$ cat config.mk
export PLATFORM = sky130hd
export DESIGN_NAME = tfn_sqrt
export DESIGN_NICKNAME = d
export VERILOG_FILES = /design/src/hdl/tfn_pkg.sv /design/src/hdl/tfn_sqrt.sv
export SDC_FILE = /design/constraint.sdc
export NUM_CORES = 2
export LEC_CHECK = 0
export BUFFER_PORTS_ARGS = -buffer_cell sky130_fd_sc_hd__buf_2
export CORE_UTILIZATION = 50
export CTS_CLUSTER_DIAMETER = 120
export CTS_CLUSTER_SIZE = 24
export DETAILED_ROUTE_END_ITERATION = 12
export PLACE_DENSITY = 0.66
export SYNTH_ARGS = -nofsm -noshare
export SYNTH_HDL_FRONTEND = slang
export SYNTH_SLANG_ARGS = --single-unit
$ cat constraint.sdc
create_clock -name clk -period 14.5 [get_ports clk]
set_input_delay 0 -clock clk [delete_from_list [all_inputs] [get_ports clk]]
set_output_delay 0 -clock clk [all_outputs]
set_load 0.05 [all_outputs]
$ cat src/hdl/tfn_pkg.sv
// Shared widths, types and step functions for the triangle face normal block.
// Used by the interfaces, tfn_sqrt, tfn_div and triangle_face_normal_top.
package tfn_pkg;

  localparam int CW   = 21;          // vertex coordinate
  localparam int DW   = CW + 1;      // edge component
  localparam int PW   = 2 * DW;      // edge product
  localparam int XW   = PW + 1;      // cross product component
  localparam int MW   = XW - 1;      // cross product magnitude
  localparam int NW   = 30;          // normalized magnitude
  localparam int FRAC = MW - NW;     // bits dropped after left-justify
  localparam int SW   = 64;          // square sum and root datapath
  localparam int RW   = 32;          // root
  localparam int QW   = 16;          // quotient
  localparam int OW   = 16;          // output component
  localparam int DVW  = 47;          // division remainder
  localparam int UNIT_SH    = 14;    // Q1.14
  localparam int SQ_STAGES  = SW / 4;
  localparam int DIV_STAGES = QW / 2;

  localparam logic signed [OW-1:0] NEG_UNIT = -16'sd16384;

  typedef logic [2:0][MW-1:0] mag3_t;

  typedef struct packed {
    logic [2:0][NW-1:0] m;
    logic [2:0]         neg;
    logic               rej;
    logic               zero;
  } tail_t;

  typedef struct packed {
    logic [SW-1:0] x;
    logic [SW-1:0] res;
  } sq_t;

  typedef struct packed {
    logic [DVW-1:0] rem;
    logic [QW-1:0]  q;
  } dv_t;

  // One digit of the bitwise integer square root.
  function automatic sq_t isq_step(sq_t s, logic [SW-1:0] b);
    sq_t           o;
    logic [SW-1:0] t;
    t = s.res + b;
    if (s.x >= t) begin
      o.x   = s.x - t;
      o.res = (s.res >> 1) + b;
    end else begin
      o.x   = s.x;
      o.res = s.res >> 1;
    end
    return o;
  endfunction

  // One quotient bit of restoring division against a shifted divisor.
  function automatic dv_t div_step(dv_t s, logic [DVW-1:0] d);
    dv_t o;
    if (s.rem >= d) begin
      o.rem = s.rem - d;
      o.q   = {s.q[QW-2:0], 1'b1};
    end else begin
      o.rem = s.rem;
      o.q   = {s.q[QW-2:0], 1'b0};
    end
    return o;
  endfunction

  // Left shift of all three magnitudes by sh when the OR has sh leading zeros.
  function automatic mag3_t nrm_step(mag3_t v, int sh);
    logic [MW-1:0] o;
    mag3_t         r;
    o = v[0] | v[1] | v[2];
    r = v;
    if ((o >> (MW - sh)) == '0) begin
      r[0] = v[0] << sh;
      r[1] = v[1] << sh;
      r[2] = v[2] << sh;
    end
    return r;
  endfunction

endpackage

$ cat src/hdl/tfn_sqrt.sv
// Pipelined integer square root, two result bits per stage.
// Depends on tfn_pkg.
module tfn_sqrt (
  input  logic                   clk,
  input  logic                   rst,
  input  logic                   en,
  input  logic                   in_valid,
  input  logic [tfn_pkg::SW-1:0] s_in,
  input  tfn_pkg::tail_t         tail_in,
  output logic                   out_valid,
  output logic [tfn_pkg::RW-1:0] root,
  output tfn_pkg::tail_t         tail_out
);
  localparam int NST = tfn_pkg::SQ_STAGES;
  localparam int SW  = tfn_pkg::SW;

  logic           vld [NST];
  tfn_pkg::sq_t   st  [NST];
  tfn_pkg::tail_t tl  [NST];
  tfn_pkg::sq_t   nxt [NST];

  for (genvar j = 0; j < NST; j++) begin : g_st
    localparam logic [SW-1:0] B0 = SW'(1) << (SW - 2 - 4 * j);
    localparam logic [SW-1:0] B1 = SW'(1) << (SW - 4 - 4 * j);
    tfn_pkg::sq_t src;
    if (j == 0) begin : g_first
      assign src = '{x: s_in, res: '0};
    end else begin : g_next
      assign src = st[j-1];
    end
    assign nxt[j] = tfn_pkg::isq_step(tfn_pkg::isq_step(src, B0), B1);
  end

  always_ff @(posedge clk) begin
    if (rst) begin
      for (int j = 0; j < NST; j++) vld[j] <= 1'b0;
    end else if (en) begin
      vld[0] <= in_valid;
      for (int j = 1; j < NST; j++) vld[j] <= vld[j-1];
    end
  end

  always_ff @(posedge clk) begin
    if (en) begin
      tl[0] <= tail_in;
      for (int j = 1; j < NST; j++) tl[j] <= tl[j-1];
      for (int j = 0; j < NST; j++) st[j] <= nxt[j];
    end
  end

  assign out_valid = vld[NST-1];
  assign root      = st[NST-1].res[tfn_pkg::RW-1:0];
  assign tail_out  = tl[NST-1];
endmodule

==> reports/results.ini <==
[synthesis]
synthesis.nets=10900
netlist_instances=10100
synth_seq_area_share=0.637
synth_xor_area_frac=0.0553
synth-simple-area-share=0.117
yosys-top-cells-count=2,768 x edfxtp_1, 734 x nand2_1, 678 x nor2_1, 666 x a21oi_1, 573 x ha_1
synth_edf_count=2768
synth_top_area_frac=0.637
synth_top_cell_by_area=edfxtp_1
async_reset_ff_frac=0
synth_seq_cells=2768
synth_top_family_by_area=simple AND/OR/NAND/NOR gates
synth_top_flop_cell=edfxtp_1
synth-adder-area-share=0.0549
muxShareOfSynthArea=0.00795
synth_compound_area_frac=0.100
syn_area_mm2=0.130
synth_warnings=0
synth_top_cells_by_area=edfxtp_1 64%, ha_1 5.5%, xnor2_1 3.6%
yosysMostFrequentCell=edfxtp_1
synth_cell_type_count=107
syn_area_per_cell_um2=12.9

[cts]
htreeDepth=4
clock_latency_ns=0.87
cts.sinks=2768
clockRootBuffer=clkbuf_16
cts_resized=0
cts_tree=built
clockBufferDepth=3
cts_buffers=138
clkTransAtPathRegs_ns=0.09

[worst_setup_path]
crit_buf_inv=2
crit_fanout=34
worst-setup-path-type=flip-flop to flip-flop
max_stage_delay_ns=0.91
path_cells=or4_4, or4_4, or3_1, a2111oi_0, and2_1, nand2_2, inv_2, o21ai_0, ha_1, a21o_1, a21o_1, a21o_1, a21o_1, a21o_1, a21oi_1, o21ai_0, nand2_1, o21ai_0, or4b_1, nor3_4, inv_2, and3_1, xnor2_1
arrival_ns=9.08
cp-start-kind=flip-flop
cp_slowest_cell=nor3_4
reg2reg_from=st[1][119]$_DFFE_PP_
crit_start=st[1][119]$_DFFE_PP_
cp-end-kind=flip-flop
path_common_cell=a21o_1
critPathTopFamily=simple AND/OR/NAND/NOR gates
required_ns=15.08

[placement]
dp_cells=13600
place_hpwl_mm=233
place_congestion=0.967
numPortBuffers=290

[die]
num_rows=187
die-area_mm2=0.263
die_y_um=513
die_w_um=513
core_mm2=0.259
initial_core_util=0.503
ios=291

[sta]
finalHoldViolations=0
setup_tns_ns=0
period_minus_slack_ns=8.49
rsz0062_at_grt=false
fin_crit_sh=0.586
fmax_ghz=0.118
clock_skew_ns=0.0641
final-max-slew-violation-count=0
tightestPinTransition_ns=1.29
slew_headroom=0.134
setup_viol=0

[global_routing]
grt_max_degree=187
grt_pass1_wl_mm=469
grt_pass1_vias=79100
antenna_found_initial=7
grt.overflow.total=0
track_usage=0.231

[route]
wirelength_mm=310
firstDrtPassIters=9
dr_total_vias=81500
wire_per_inst_um=22.1
drtIter0Drc=7013
via_per_inst=5.80
ant_nets=0
drc=0

[cells_and_area]
fin_nets=11300
drive_gt1_frac=0.0692
fin_cells=14000
filler_cell_count=21300
post-route-util=0.549
area_growth_pct=9.15

[power]
powerDensity_mw_per_mm2=163
power_leakage_nw=51.9
ir_drop_mv=0.132

[hold_path]
hold_path_class=input port to flip-flop
hold_start=tail_in[52]

[job]
maxCapViolCount=0

[outcome]
status=completed

[worst paths after layout]
path                            depth (start not counted)  slack, ns                    to
worst max register to register                         23       6.01  st[1][251]$_DFFE_PP_
worst min-delay path                                    2        0.1   tl[0][52]$_DFFE_PP_
worst min register to register                          0       0.38  tl[1][110]$_DFFE_PP_
worst max-delay path                                   23       6.01  st[1][251]$_DFFE_PP_
[metal layers]
layer | track usage | part of all wire
met5 | 0 | 0
met4 | 0.0746 | 0.033
met3 | 0.0231 | 0.048
met2 | 0.382 | 0.47
met1 | 0.322 | 0.45
[cells by family after synthesis]
group | after synthesis
multiplexers | 93
AO/OA/AOI/OAI | 2061
flip-flops | 2768
adder cells (fa/ha/maj) | 573
buffers and inverters | 835
AND/OR/NAND/NOR | 2987
XOR/XNOR | 824
[cell usage in the layout (no fill, tap or decap), types with 254 or more instances in the layout]
cell type      netlist  final
edfxtp_1          2768   2768
nand2_1            734    734
nor2_1             678    678
a21oi_1            666    666
ha_1               573    573
xnor2_1            532    532
inv_1              477    477
o21ai_0            412    412
dlygate4sd3_1        0    323
xor2_1             292    292
buf_2               26    289
a21o_1             262    262
nor4_1             257    254
[power by group]
group	internal [mW]	switching [mW]
Clock	1.83	2.48
Sequential	10.0	0.685
Combinational	3.21	5.07
[worst reg2reg max path: cells and delay by family, from the launching register on]
kind                       cells  cell delay [ns]
and+or+nand+nor                9             4.06
AOI/OAI and AO/OA             10             2.23
buffers and inverters          2             1.06
DFF                            1             0.47
adders and majority gates      1             0.29
xor gates and xnor gates       1             0.12
[per-stage QoR]
step	worst slack (ns)	power [mW]	hold slack, ns	cell area [µm²]
global placement	6.21	18.8	0.177	135000
CTS	6.03	23.3	0.0211	142000
floorplan	8.07	16.5	0.0989	130000
detailed placement	6.03	18.9	0.178	135000
finish	6.01	23.3	0.0960	142000
global route	5.53	24.6	0.0590	142000
[flip-flops by register name, summed over array words and instances (netlist names)]
signal,count
tl,1520
vld,16
st,1232
[cell type report]
class / instances / area (µm²) / area share
Multi-Input combinational cell: 6538 / 43800 / 0.308
Antenna cell: 2 / 5.00 / 0.0000351
Clock inverter: 32 / 621 / 0.00436
Inverter: 488 / 1830 / 0.0129
Sequential cell: 2768 / 83100 / 0.584
Tap cell: 3402 / 4260 / 0.0299
Clock buffer: 139 / 3480 / 0.0244
Timing Repair Buffer: 678 / 5280 / 0.0370
[timing repair]
action	in CTS	in global routing
hold buffers	323	0
buffers inserted	0	0
endpoints found under the hold margin	289	0
Note: power is estimated with default switching activity, not from simulation.
